## config.mk

```make
export PLATFORM = sky130hd
export DESIGN_NAME = swzd_ctrl
export DESIGN_NICKNAME = d
export VERILOG_FILES = /design/src/hw/rtl/swzd_pkg.sv /design/src/hw/rtl/swzd_ctrl.sv
export SDC_FILE = /design/constraint.sdc
export NUM_CORES = 1
export LEC_CHECK = 0
export ABC_AREA = 0
export BUFFER_PORTS_ARGS = -buffer_cell sky130_fd_sc_hd__buf_2
export CAP_MARGIN = 15
export CORE_MARGIN = 4
export CORE_UTILIZATION = 40
export DETAILED_ROUTE_END_ITERATION = 8
export SLEW_MARGIN = 20
export SYNTH_ARGS = -nofsm -noshare
export SYNTH_HDL_FRONTEND = slang
export SYNTH_SLANG_ARGS = --single-unit
export TNS_END_PERCENT = 10
```

## constraint.sdc

```tcl
create_clock -name clk -period 5.2 [get_ports clk]
set_clock_uncertainty 0.2 [all_clocks]
set_input_delay 0.26 -clock clk [delete_from_list [all_inputs] [get_ports clk]]
set_output_delay 0.26 -clock clk [all_outputs]
set_load 0.02 [all_outputs]
```

## src/hw/rtl/swzd_pkg.sv

```systemverilog
// Shared types, constants and codes of the sliding-window z-score detector.
package swzd_pkg;

  localparam int WIN_MAX = 128;
  localparam int WIN_AW  = $clog2(WIN_MAX);
  localparam int CNT_W   = 8;
  localparam int MUL_AW  = 128;
  localparam int MUL_BW  = 68;
  localparam int CFG_IW  = 2;
  localparam int CFG_DW  = 16;

  localparam logic [15:0] THR_RESET  = 16'd768;
  localparam logic [15:0] THR_DFLT   = 16'd768;
  localparam logic [7:0]  WLEN_RESET = 8'd100;
  localparam logic [7:0]  WLEN_DFLT  = 8'd100;
  localparam logic [7:0]  WLEN_CAP   = 8'(WIN_MAX);

  localparam logic [CFG_IW-1:0] CFG_THRESHOLD     = 2'd0;
  localparam logic [CFG_IW-1:0] CFG_WINDOW_LENGTH = 2'd1;
  localparam logic [CFG_IW-1:0] CFG_DETECT_ENABLE = 2'd2;

  localparam logic [1:0] SEV_NONE     = 2'd0;
  localparam logic [1:0] SEV_WARNING  = 2'd1;
  localparam logic [1:0] SEV_CRITICAL = 2'd2;

  typedef logic [MUL_AW-1:0] mul_a_t;
  typedef logic [MUL_BW-1:0] mul_b_t;

  typedef enum logic [5:0] {
    OP_NOP, OP_LATCH, OP_RD_OLD, OP_SUB_OLD, OP_QSUB, OP_PUSH, OP_QADD,
    OP_MUL_NQ, OP_D_SET, OP_MUL_SS, OP_D_SUB, OP_SQ_INIT, OP_SQ_STEP,
    OP_DIV_STD_INIT, OP_DIV_STEP, OP_STD_SET, OP_DIV_MEAN_INIT, OP_MEAN_SET,
    OP_MUL_NX, OP_A_SET, OP_MUL_AA, OP_L_SET, OP_MUL_TT, OP_T2_SET,
    OP_MUL_DT, OP_R_SET, OP_SC_INIT, OP_MUL_M, OP_M_SET, OP_MUL_MM,
    OP_M2_SET, OP_MUL_MD, OP_SC_STEP, OP_OUT
  } dp_op_t;

  typedef enum logic [5:0] {
    S_IDLE, S_DISP, S_RD, S_OLD, S_OLDW, S_PUSH, S_PUSHW, S_STATS, S_NQW,
    S_SS, S_SSW, S_SQI, S_SQ, S_DVI, S_DVS, S_STD, S_DVM, S_DVMS, S_MEAN,
    S_NX, S_NXW, S_AA, S_AAW, S_TT, S_TTW, S_DT, S_DTW, S_DEC, S_SCI,
    S_M, S_MW, S_MM, S_MMW, S_MD, S_MDW, S_FIN
  } ctrl_state_t;

  typedef struct packed {
    logic mul_busy;
    logic mode;
    logic full;
    logic n_zero;
    logic ev_cand;
    logic warn;
    logic iter_last;
    logic out_free;
  } dp_status_t;

endpackage

```

## src/hw/rtl/swzd_ctrl.sv

```systemverilog
// Controller: sequences the datapath through push, statistics, decision and score steps.
module swzd_ctrl (
  input  logic                 clk,
  input  logic                 rst_n,
  input  logic                 in_valid,
  input  swzd_pkg::dp_status_t status,
  output logic                 in_ready,
  output swzd_pkg::dp_op_t     op
);
  swzd_pkg::ctrl_state_t state_r, state_nxt;

  always_ff @(posedge clk) begin
    if (!rst_n) state_r <= swzd_pkg::S_IDLE;
    else        state_r <= state_nxt;
  end

  always_comb begin
    state_nxt = state_r;
    unique case (state_r)
      swzd_pkg::S_IDLE:  if (in_valid) state_nxt = swzd_pkg::S_DISP;
      swzd_pkg::S_DISP:  state_nxt = status.mode ? swzd_pkg::S_STATS :
                                     status.full ? swzd_pkg::S_RD : swzd_pkg::S_PUSH;
      swzd_pkg::S_RD:    state_nxt = swzd_pkg::S_OLD;
      swzd_pkg::S_OLD:   state_nxt = swzd_pkg::S_OLDW;
      swzd_pkg::S_OLDW:  if (!status.mul_busy) state_nxt = swzd_pkg::S_PUSH;
      swzd_pkg::S_PUSH:  state_nxt = swzd_pkg::S_PUSHW;
      swzd_pkg::S_PUSHW: if (!status.mul_busy) state_nxt = swzd_pkg::S_STATS;
      swzd_pkg::S_STATS: state_nxt = status.n_zero ? swzd_pkg::S_FIN : swzd_pkg::S_NQW;
      swzd_pkg::S_NQW:   if (!status.mul_busy) state_nxt = swzd_pkg::S_SS;
      swzd_pkg::S_SS:    state_nxt = swzd_pkg::S_SSW;
      swzd_pkg::S_SSW:   if (!status.mul_busy) state_nxt = swzd_pkg::S_SQI;
      swzd_pkg::S_SQI:   state_nxt = swzd_pkg::S_SQ;
      swzd_pkg::S_SQ:    if (status.iter_last) state_nxt = swzd_pkg::S_DVI;
      swzd_pkg::S_DVI:   state_nxt = swzd_pkg::S_DVS;
      swzd_pkg::S_DVS:   if (status.iter_last) state_nxt = swzd_pkg::S_STD;
      swzd_pkg::S_STD:   state_nxt = swzd_pkg::S_DVM;
      swzd_pkg::S_DVM:   state_nxt = swzd_pkg::S_DVMS;
      swzd_pkg::S_DVMS:  if (status.iter_last) state_nxt = swzd_pkg::S_MEAN;
      swzd_pkg::S_MEAN:  state_nxt = status.ev_cand ? swzd_pkg::S_NX : swzd_pkg::S_FIN;
      swzd_pkg::S_NX:    state_nxt = swzd_pkg::S_NXW;
      swzd_pkg::S_NXW:   if (!status.mul_busy) state_nxt = swzd_pkg::S_AA;
      swzd_pkg::S_AA:    state_nxt = swzd_pkg::S_AAW;
      swzd_pkg::S_AAW:   if (!status.mul_busy) state_nxt = swzd_pkg::S_TT;
      swzd_pkg::S_TT:    state_nxt = swzd_pkg::S_TTW;
      swzd_pkg::S_TTW:   if (!status.mul_busy) state_nxt = swzd_pkg::S_DT;
      swzd_pkg::S_DT:    state_nxt = swzd_pkg::S_DTW;
      swzd_pkg::S_DTW:   if (!status.mul_busy) state_nxt = swzd_pkg::S_DEC;
      swzd_pkg::S_DEC:   state_nxt = status.warn ? swzd_pkg::S_SCI : swzd_pkg::S_FIN;
      swzd_pkg::S_SCI:   state_nxt = swzd_pkg::S_M;
      swzd_pkg::S_M:     state_nxt = swzd_pkg::S_MW;
      swzd_pkg::S_MW:    if (!status.mul_busy) state_nxt = swzd_pkg::S_MM;
      swzd_pkg::S_MM:    state_nxt = swzd_pkg::S_MMW;
      swzd_pkg::S_MMW:   if (!status.mul_busy) state_nxt = swzd_pkg::S_MD;
      swzd_pkg::S_MD:    state_nxt = swzd_pkg::S_MDW;
      swzd_pkg::S_MDW: begin
        if (!status.mul_busy) begin
          state_nxt = status.iter_last ? swzd_pkg::S_FIN : swzd_pkg::S_M;
        end
      end
      swzd_pkg::S_FIN:   if (status.out_free) state_nxt = swzd_pkg::S_IDLE;
      default:           state_nxt = swzd_pkg::S_IDLE;
    endcase
  end

  always_comb begin
    in_ready = 1'b0;
    op       = swzd_pkg::OP_NOP;
    unique case (state_r)
      swzd_pkg::S_IDLE: begin
        in_ready = 1'b1;
        if (in_valid) op = swzd_pkg::OP_LATCH;
      end
      swzd_pkg::S_RD:    op = swzd_pkg::OP_RD_OLD;
      swzd_pkg::S_OLD:   op = swzd_pkg::OP_SUB_OLD;
      swzd_pkg::S_OLDW:  if (!status.mul_busy) op = swzd_pkg::OP_QSUB;
      swzd_pkg::S_PUSH:  op = swzd_pkg::OP_PUSH;
      swzd_pkg::S_PUSHW: if (!status.mul_busy) op = swzd_pkg::OP_QADD;
      swzd_pkg::S_STATS: if (!status.n_zero) op = swzd_pkg::OP_MUL_NQ;
      swzd_pkg::S_NQW:   if (!status.mul_busy) op = swzd_pkg::OP_D_SET;
      swzd_pkg::S_SS:    op = swzd_pkg::OP_MUL_SS;
      swzd_pkg::S_SSW:   if (!status.mul_busy) op = swzd_pkg::OP_D_SUB;
      swzd_pkg::S_SQI:   op = swzd_pkg::OP_SQ_INIT;
      swzd_pkg::S_SQ:    op = swzd_pkg::OP_SQ_STEP;
      swzd_pkg::S_DVI:   op = swzd_pkg::OP_DIV_STD_INIT;
      swzd_pkg::S_DVS:   op = swzd_pkg::OP_DIV_STEP;
      swzd_pkg::S_STD:   op = swzd_pkg::OP_STD_SET;
      swzd_pkg::S_DVM:   op = swzd_pkg::OP_DIV_MEAN_INIT;
      swzd_pkg::S_DVMS:  op = swzd_pkg::OP_DIV_STEP;
      swzd_pkg::S_MEAN:  op = swzd_pkg::OP_MEAN_SET;
      swzd_pkg::S_NX:    op = swzd_pkg::OP_MUL_NX;
      swzd_pkg::S_NXW:   if (!status.mul_busy) op = swzd_pkg::OP_A_SET;
      swzd_pkg::S_AA:    op = swzd_pkg::OP_MUL_AA;
      swzd_pkg::S_AAW:   if (!status.mul_busy) op = swzd_pkg::OP_L_SET;
      swzd_pkg::S_TT:    op = swzd_pkg::OP_MUL_TT;
      swzd_pkg::S_TTW:   if (!status.mul_busy) op = swzd_pkg::OP_T2_SET;
      swzd_pkg::S_DT:    op = swzd_pkg::OP_MUL_DT;
      swzd_pkg::S_DTW:   if (!status.mul_busy) op = swzd_pkg::OP_R_SET;
      swzd_pkg::S_SCI:   op = swzd_pkg::OP_SC_INIT;
      swzd_pkg::S_M:     op = swzd_pkg::OP_MUL_M;
      swzd_pkg::S_MW:    if (!status.mul_busy) op = swzd_pkg::OP_M_SET;
      swzd_pkg::S_MM:    op = swzd_pkg::OP_MUL_MM;
      swzd_pkg::S_MMW:   if (!status.mul_busy) op = swzd_pkg::OP_M2_SET;
      swzd_pkg::S_MD:    op = swzd_pkg::OP_MUL_MD;
      swzd_pkg::S_MDW:   if (!status.mul_busy) op = swzd_pkg::OP_SC_STEP;
      swzd_pkg::S_FIN:   if (status.out_free) op = swzd_pkg::OP_OUT;
      default:           op = swzd_pkg::OP_NOP;
    endcase
  end
endmodule

```

# --- Word-level counts from Yosys, hierarchy flattened ---
# Cells that the tools add are included.
word_totals:
  register_bits: 6
  out_inout_bits: 7
  wordCells: 94
op_classes:
  eq_ne: 51
  n_mux: 39
  n_reduce_logical: 3
op_table:
  columns: ["operator", "n"]
  rows:
  - ["$pmux 6 s36", 1]
  - ["$pmux 6 s33", 1]
  - ["$mux 6", 22]
  - ["$eq 6x5->1 const B", 16]
  - ["$eq 6x4->1 const B", 8]
  - ["$ne 2x2->1 const B", 16]
  - ["$mux 5", 6]
  - ["$eq 6x3->1 const B", 4]
  - ["$eq 6x6->1 const B", 4]
  - ["$reduce_and 16->1", 1]
  - ["$mux 3", 5]
  - ["$eq 6x2->1 const B", 2]
  - ["$mux 4", 2]
  - ["$eq 6x1->1 const B", 1]
  - ["$logic_not 6->1", 1]
  - ["$mux 1", 2]
  - ["$reduce_or 2->1", 1]

# --- Longest topological paths before layout ---
# Gate-level depths: netlist of the first run.
logic_depth:
  ltp_word: 3
  depth_mapped: 8

# --- Least setup slack after synthesis of the first run ---
# OpenSTA, ideal clock, no wires.
synth_path:
  kind: "flip-flop to output port"
  from: "reg state_r[0]"
  to: "out op[1]"
  arrival_ps: 1737
  t_required_ps: 4740
  slack_ps: 3003
  path_stages_with_launch: 8
  path_cell_list: "dfxtp_1 clkbuf_1 clkbuf_1 clkbuf_1 a21oi_1 a21o_1 nand3_1 o2111ai_1"
synth_via:
  elab_chain_len: 3
synth_rtl:
  columns: ["item", "line", "text"]
  rows:
  - ["from (decl)", "swzd_ctrl.sv:10", "swzd_pkg::ctrl_state_t state_r, state_nxt;"]
  - ["from (signal assigned)", "swzd_ctrl.sv:13", "if (!rst_n) state_r <= swzd_pkg::S_IDLE;"]
  - ["from (signal assigned)", "swzd_ctrl.sv:14", "else state_r <= state_nxt;"]
  - ["$eq 6x5->1 / $eq 6x4->1 (equally long branches)", "swzd_ctrl.sv:68", "unique case (state_r)"]
  - ["$reduce_or 2->1 (no line)", null, null]
  - ["$pmux 6 s33 *", "swzd_ctrl.sv:68", null]
  - ["to (decl)", "swzd_ctrl.sv:8", "output swzd_pkg::dp_op_t op"]
# Every way passes the cells marked *; elsewhere a longest branch is shown, timed or not.

# --- Worst setup path in the final report of the first run ---
layout_path:
  from: "reg state_r[5]"
  to: "out op[0]"
# The elaborated chain is that of the path after synthesis.

==> results by group, run 1 <==
Synthesis
  • Syn_nets: between 150 and 200
  • Post-Synthesis Cells: ~170
  • Mapped Area: roughly 0.0012 sq mm
  • Seq/Total Area, Yosys: 10.3%
  • Synth async-reset ratio: 0%
  • Synth area leader: dfxtp_1
  • Number of synthesized register bits: 6
  • Avg Cell Area, Syn: around 6.8 sq um
  • Netlist cell types: 53
  • Yosys top cell area share: between 10% and 20%
  • EDFF count, synth: 0
  • Yosys warning total: 0
  • Top cells by area, synth: dfxtp_1, a21oi_1, nor2b_1, nand2b_1, o21ai_0
  • Ys flop type: dfxtp_1

Clock tree
  • PostCTS Resize Cnt: 0
  • Hold_buf cts: 0
  • # H-tree levels: 1
  • CTS root buf: clkbuf_4
  • Clk slew on worst S/H paths: around 0.050 ns
  • Num CTS Buffers: 3
  • Clock sinks: 6
  • Clk buf depth: 2
  • # Post-CTS Setup Buffers: 0
  • CTS tree: yes
  • Clock Latency Late Sink: about 0.24 ns

Worst setup path
  • Crit path DAT: about 2.3 ns
  • Slowest cell on the critical path: dfxtp_1
  • CP Cell Sequence: nor4b_1 -> nand3_1 -> o31ai_1 -> a211o_1 -> buf_2
  • Critical path type: reg2out
  • Worst Path Required: 4.74 ns
  • Startpoint Class: flip-flop
  • R2R Setup Slk: 2.48 ns
  • Largest stage delay, worst path: 0.80 ns
  • R2r endpoint: state_r[4]$_SDFFE_PN0P_
  • Worst R2R Start: state_r[5]$_SDFFE_PN0P_
  • Reg2reg path depth: 4
  • Critical Path Sink Type: output pin
  • Peak fanout along the critical path: 23

Min path
  • Worst hold endpoint: state_r[4]$_SDFFE_PN0P_
  • Hold depth: 2
  • Hold path start: rst_n
  • Hold Crit Class: in2reg

Floorplan
  • Chip height: slightly above 60 um
  • Die area: ~0.0038 sq mm
  • Io pins: 18
  • Die width: 61.9 um
  • Site row count: 19
  • Core area: 0.00276 sq mm
  • Initial cell density of the core: about 42%

GRT
  • Vias in the first global route: between 1,000 and 1,500
  • First-pass GRT wire length: approximately 5600 um
  • Gr usage total: between 10% and 20%
  • Initial antenna violation count: 0
  • Grt ovf: 0
  • Largest net degree at the start of global routing: 38

Detailed routing
  • Vias/cell: between 6 and 7
  • Pre-antenna DRT Iters: 4
  • Via count: between 1,000 and 1,500
  • Drt total wl: 3370 um
  • Drt drc: 0
  • Post-DRT Antenna Nets: 0
  • Wire per inst: 16.5 um
  • Initial drt markers: between 50 and 60

Timing
  • Final hold vios: 0
  • Fin Hold WS: approximately 0.084 ns
  • Tcrit/Tclk final: 53.2%
  • TNS Setup: 0 ns
  • Post-layout min period: about 2.8 ns
  • Unrepaired setup endpoints after global routing: false
  • Worst-margin pin slew: roughly 1.0 ns
  • Relative slew slack: between 30% and 40%
  • Final setup fails: 0
  • Top achievable clock speed: approximately 360 MHz
  • Slew Viols, Final: 0

Cells and area
  • ANT cells: 0
  • Top Registers: state_r: 6 flops
  • Final Instance Area: ~0.0012 sq mm
  • Area of the multi-input gates: approximately 950 sq um
  • Most frequent cells in the layout: buf_2, a21oi_1, nor2_1, o21ai_0, nor2b_1
  • Final Net Count: approximately 190
  • Final Instance Count excl. Fillers: about 200
  • Max reg flops: 6
  • # fillers: 292
  • Leading cell type in the layout, fill and taps excluded: buf_2
  • Biggest register: state_r
  • Sequential cell area: 121 sq um
  • Layout cells sized above 1: 15.6%
  • Area grow syn2layout: 5.38%

Placement
  • Number of I/O port buffers: 17
  • Placed Instances: 201
  • Detailed Place HPWL: 2410 um
  • RePlAce Congestion: between 0.8 and 0.9
  • Placed Area: roughly 0.0012 sq mm

Run status
  • Outcome: completed

Pwr
  • Leak Pwr: between 0.0004 and 0.0005 uW
  • Peak supply drop: around 500 uV
  • Pwr dens: about 480 mW/mm^2

Job
  • Max cap viols: 0
-- logic make-up (layout without fill, tap and decap cells) --
group,after synthesis,in the layout,share of synthesized area [%]
mux,1,1,0.968
buf+inv,20,22,7.96
compound gates,65,65,39.0
simple gates,78,78,41.0
flops,6,6,10.3
xor+xnor,1,1,0.753
-- Yosys cell counts, types with 3 or more instances --
master,instances
o21bai_1,3
o21ai_0,12
nand2_1,8
a311oi_1,3
and2_1,3
nor2_1,14
nor4b_1,4
a21oi_1,15
a211oi_1,4
nor2b_1,11
o21ai_1,3
nand3b_1,3
clkbuf_1,13
dfxtp_1,6
nor3_1,6
nand2b_1,10
a31oi_1,3
nand3_1,4
nand4_1,3
-- power by group --
group	internal [uW]	switching, uW	leakage [uW]
Combinational	174	204	0.000376
Clock	26.1	17.1	0.0000138
Sequential	61.5	108	0.0000499
Total	262	329	0.000440
-- worst max-delay path: cells and delay by family (launching register included) --
family | cells | cell delay [ns]
AO/OA/AOI/OAI | 2 | 0.29
buffers and inverters | 1 | 0.16
flip-flops | 1 | 0.80
AND/OR/NAND/NOR | 2 | 0.82
-- layout make-up --
cell class	count	share of cell area, %
flip-flops and latches	6	9.90
multi-input cells	145	77.6
repair buffers	17	6.94
inverters	2	0.612
clock buffers	3	1.84
well taps	31	3.16
-- metrics by stage --
stage	util [%]	worst slack [ns]	total power, uW
2_1_floorplan	-	3.00	462
3_3_place_gp	43.6	2.50	537
3_5_place_dp	43.6	2.39	542
4_1_cts	44.4	2.37	590
5_1_grt	44.5	2.20	646
6_report	44.5	2.43	591
-- routing by layer --
metal / part of all wire, % / vias to the layer above / track usage, %
met5: 0 / - / 0
met4: 1.6 / 0 / 5.76
met3: 5.3 / 6 / 2.07
met2: 46 / 46 / 31.1
met1: 47 / 630 / 27.3
li1: - / 663 / -
-- how the worst max path moves through the flow --
stage,to,slack (ns),start,depth (start not counted)
after floorplan,op[1],3.00,state_r[0]$_SDFFE_PN0P_,7
after global placement,state_r[1]$_SDFFE_PN0P_,2.50,state_r[2]$_SDFFE_PN0P_,5
after CTS,op[0],2.37,state_r[2]$_SDFFE_PN0P_,5
after detailed placement,state_r[1]$_SDFFE_PN0P_,2.39,state_r[2]$_SDFFE_PN0P_,5
final,op[0],2.43,state_r[5]$_SDFFE_PN0P_,5
after global routing,state_r[1]$_SDFFE_PN0P_,2.20,state_r[3]$_SDFFE_PN0P_,5
Note: power is estimated with default switching activity, not from simulation.
==> inputs of run 2 (changes only) <==
--- a/config.mk
+++ b/config.mk
@@ -5,7 +5,7 @@
 export SDC_FILE = /design/constraint.sdc
 export NUM_CORES = 1
 export LEC_CHECK = 0
-export ABC_AREA = 0
+export ABC_AREA = 1
 export BUFFER_PORTS_ARGS = -buffer_cell sky130_fd_sc_hd__buf_2
 export CAP_MARGIN = 15
 export CORE_MARGIN = 4
==> constraint.sdc (replaced) <==
create_clock -name clk -period 2.6 [get_ports clk]
set_clock_uncertainty 0.2 [all_clocks]
set_input_delay 0.13 -clock clk [delete_from_list [all_inputs] [get_ports clk]]
set_output_delay 0.13 -clock clk [all_outputs]
set_load 0.02 [all_outputs]
==> run 2 against run 1 <==
  * Global-route usage is 3.1 points higher
  * Largest cell class unchanged
  * Count of clock-buffer cells in the layout stayed put
  * Via count rose by 32%
  * Critical endpoint unchanged
  * Routed wire length up 33%
  * Setup slack lost 2.1 ns
  * First-iteration DRC count grew to 4.5 times the previous value
  * Clock power up 110%
  * Non-clock buffer count rose by 4
  * Sequential power grew 21%
  * Cell count rose by 56%
==> results by group, run 2 <==
Worst setup path
  • Critical path type: reg2out
  • CP Cell Sequence: inv_2 -> nor2_4 -> nand3_1 -> a41oi_1 -> nor2_1 -> nand3_1 -> buf_2
  • R2r endpoint: state_r[1]$_SDFFE_PN0P_
  • Peak fanout along the critical path: 19
  • Crit path top cell by count: nand3_1
  • R2R Setup Slk: 0.44 ns
  • Crit path DAT: just under 2 ns
  • Critical Path Sink Type: output pin
  • Crit-path leading delay family: simple AND/OR/NAND/NOR gates
  • Largest stage delay, worst path: roughly 0.38 ns
  • Startpoint Class: flip-flop
  • Reg2reg path depth: 10
  • Worst R2R Start: state_r[4]$_SDFFE_PN0P_
  • Worst Path Required: roughly 2.3 ns
  • Slowest cell on the critical path: nor2_4
  • Buf/Inv on CP: 2

Placement
  • Placed Area: 0.00139 sq mm
  • RePlAce Congestion: around 1.0
  • Number of I/O port buffers: 17
  • Detailed Place HPWL: 3550 um

Floorplan
  • Die width: approximately 64 um
  • Site row count: 20
  • Initial cell density of the core: between 40% and 50%
  • Chip height: between 60 and 70 um
  • Core area: just over 0.003 sq mm
  • Die area: between 0.004 and 0.005 sq mm
  • Io pins: 18

Detailed routing
  • Via count: 1,779
  • Drt drc: 0
  • Post-DRT Antenna Nets: 0
  • Pre-antenna DRT Iters: 5
  • Drt total wl: between 4000 and 5000 um
  • Initial drt markers: 250
  • Wire per inst: about 14 um
  • Vias/cell: between 5 and 6

GRT
  • Initial antenna violation count: 0
  • M2 GR Usage: between 30% and 40%
  • Vias in the first global route: about 1,600
  • Largest net degree at the start of global routing: 25
  • First-pass GRT wire length: ~7400 um
  • M1 GR Usage: between 30 and 40%
  • GRT busiest layer: met2
  • Gr usage total: around 22%
  • Grt met3 use: a little over 5%
  • Grt ovf: 0

Clock tree
  • Clk slew on worst S/H paths: 0.04 ns
  • Num CTS Buffers: 3
  • # Post-CTS Setup Buffers: 0
  • CTS root buf: clkbuf_4
  • # H-tree levels: 1
  • PostCTS Resize Cnt: 0
  • Clk buf depth: 2
  • Hold_buf cts: 1
  • Clock sinks: 6
  • Clock Latency Late Sink: about 0.25 ns
  • CTS tree: yes

Synthesis
  • Mapped Area: about 0.0013 sq mm
  • Seq/Total Area, Yosys: 9.43%
  • Most instantiated cells after synthesis: nand2_1, nor2_1, nand3_1
  • Top cells by area, synth: nand2_1, nand3_1, nor2_1, dfxtp_1, nand4_1
  • Number of synthesized register bits: 6
  • Avg Cell Area, Syn: just under 5 sq um
  • Synth area leader: nand2_1
  • Yosys warning total: 0
  • Syn_nets: 268
  • Post-Synthesis Cells: approximately 260
  • EDFF count, synth: 0
  • Yosys top cell area share: a little under a quarter
  • Ys flop type: dfxtp_1
  • Top-count cell post-synth: nand2_1
  • Synth async-reset ratio: 0%
  • Netlist cell types: 23

Timing
  • Slew Viols, Final: 0
  • Top achievable clock speed: around 430 MHz
  • Post-layout min period: roughly 2.3 ns
  • Fin Hold WS: between 0.1 and 0.15 ns
  • Final hold vios: 0
  • Relative slew slack: a little over 60%
  • TNS Setup: 0 ns
  • Tcrit/Tclk final: approximately nine tenths
  • Final setup fails: 0
  • Worst-margin pin slew: approximately 0.56 ns
  • Unrepaired setup endpoints after global routing: false

Cells and area
  • Top Registers: state_r: 6 flops
  • Area grow syn2layout: 11.8%
  • # fillers: between 300 and 400
  • Leading cell type in the layout, fill and taps excluded: nand2_1
  • Final Instance Area: 0.00142 sq mm
  • Most frequent cells in the layout: nand2_1, nor2_1, nand3_1, inv_1, buf_2
  • Biggest register: state_r
  • ANT cells: 0
  • Final Net Count: between 200 and 300
  • Max reg flops: 6
  • Layout cells sized above 1: approximately 15%
  • Fin util: around 47%

Pwr
  • Pwr dens: roughly 1200 mW/mm^2
  • Peak supply drop: about 570 uV
  • Leak Pwr: between 0.0008 and 0.0009 uW

Min path
  • Worst hold endpoint: state_r[4]$_SDFFE_PN0P_
  • Hold depth: 5
  • Hold Crit Class: in2reg
  • Hold path start: status[3]

Run status
  • Outcome: completed

Job
  • Max cap viols: 0
[run 2: cell count changes after synthesis, sizes merged, moves of 11 or more]
cell / delta
nand2: +77
nor2: +42
nand3: +36
inv: +20
a21oi: -13
clkbuf: -11
nor2b: -11
[run 2: kinds of logic after synthesis]
| group | synth area share, % |
|---|---|
| DFF | 9.43 |
| AOI/OAI and AO/OA | 8.55 |
| and+or+nand+nor | 72.0 |
| buffers and inverters | 10.0 |
[run 2: per-layer routing]
metal | vias up | wire length [um]
li1 | 891 | -
met2 | 109 | 1870
met3 | 23 | 513
met5 | - | 0
met4 | 0 | 193
met1 | 756 | 1900
[run 2: area by class of cell]
type                    instances  area, sq um  area share, %
well taps                      44         55.1           3.87
inverters                      22         82.6           5.80
clock buffers                   3         22.5           1.58
repair buffers                 21          118           8.26
flip-flops and latches          6          120           8.44
multi-input cells             222         1030           72.1
[run 2: worst max path at each step]
| stage | start | end | slack, ns | cells past startpoint |
|---|---|---|---|---|
| 6_report | state_r[4]$_SDFFE_PN0P_ | op[0] | 0.30 | 7 |
| 4_1_cts | state_r[4]$_SDFFE_PN0P_ | op[2] | 0.33 | 7 |
| 2_1_floorplan | state_r[3]$_SDFFE_PN0P_ | op[0] | 0.84 | 5 |
| 5_1_grt | state_r[4]$_SDFFE_PN0P_ | op[0] | 0.14 | 7 |
| 3_3_place_gp | state_r[4]$_SDFFE_PN0P_ | state_r[2]$_SDFFE_PN0P_ | 0.44 | 11 |
| 3_5_place_dp | state_r[4]$_SDFFE_PN0P_ | state_r[1]$_SDFFE_PN0P_ | 0.48 | 10 |
[run 2: power by group]
group | switching [uW] | internal [uW]
sequential | 68.3 | 138
clock | 37.1 | 52.4
combinational | 1010 | 433
total | 1110 | 623
[run 2: metrics by stage]
stage | cells | setup slack (ns) | power [uW]
2_1_floorplan | 257 | 0.837 | 1280
3_3_place_gp | 314 | 0.443 | 1640
3_5_place_dp | 314 | 0.484 | 1620
4_1_cts | 318 | 0.335 | 1720
5_1_grt | 318 | 0.137 | 1920
6_report | 318 | 0.298 | 1730
[run 2: tightest hold or removal path, cell delays in order]
cell and delay (ns):
buf_2 0.09, a21oi_1 0.05, nand3_1 0.10, nor2_1 0.05, nor2_1 0.10
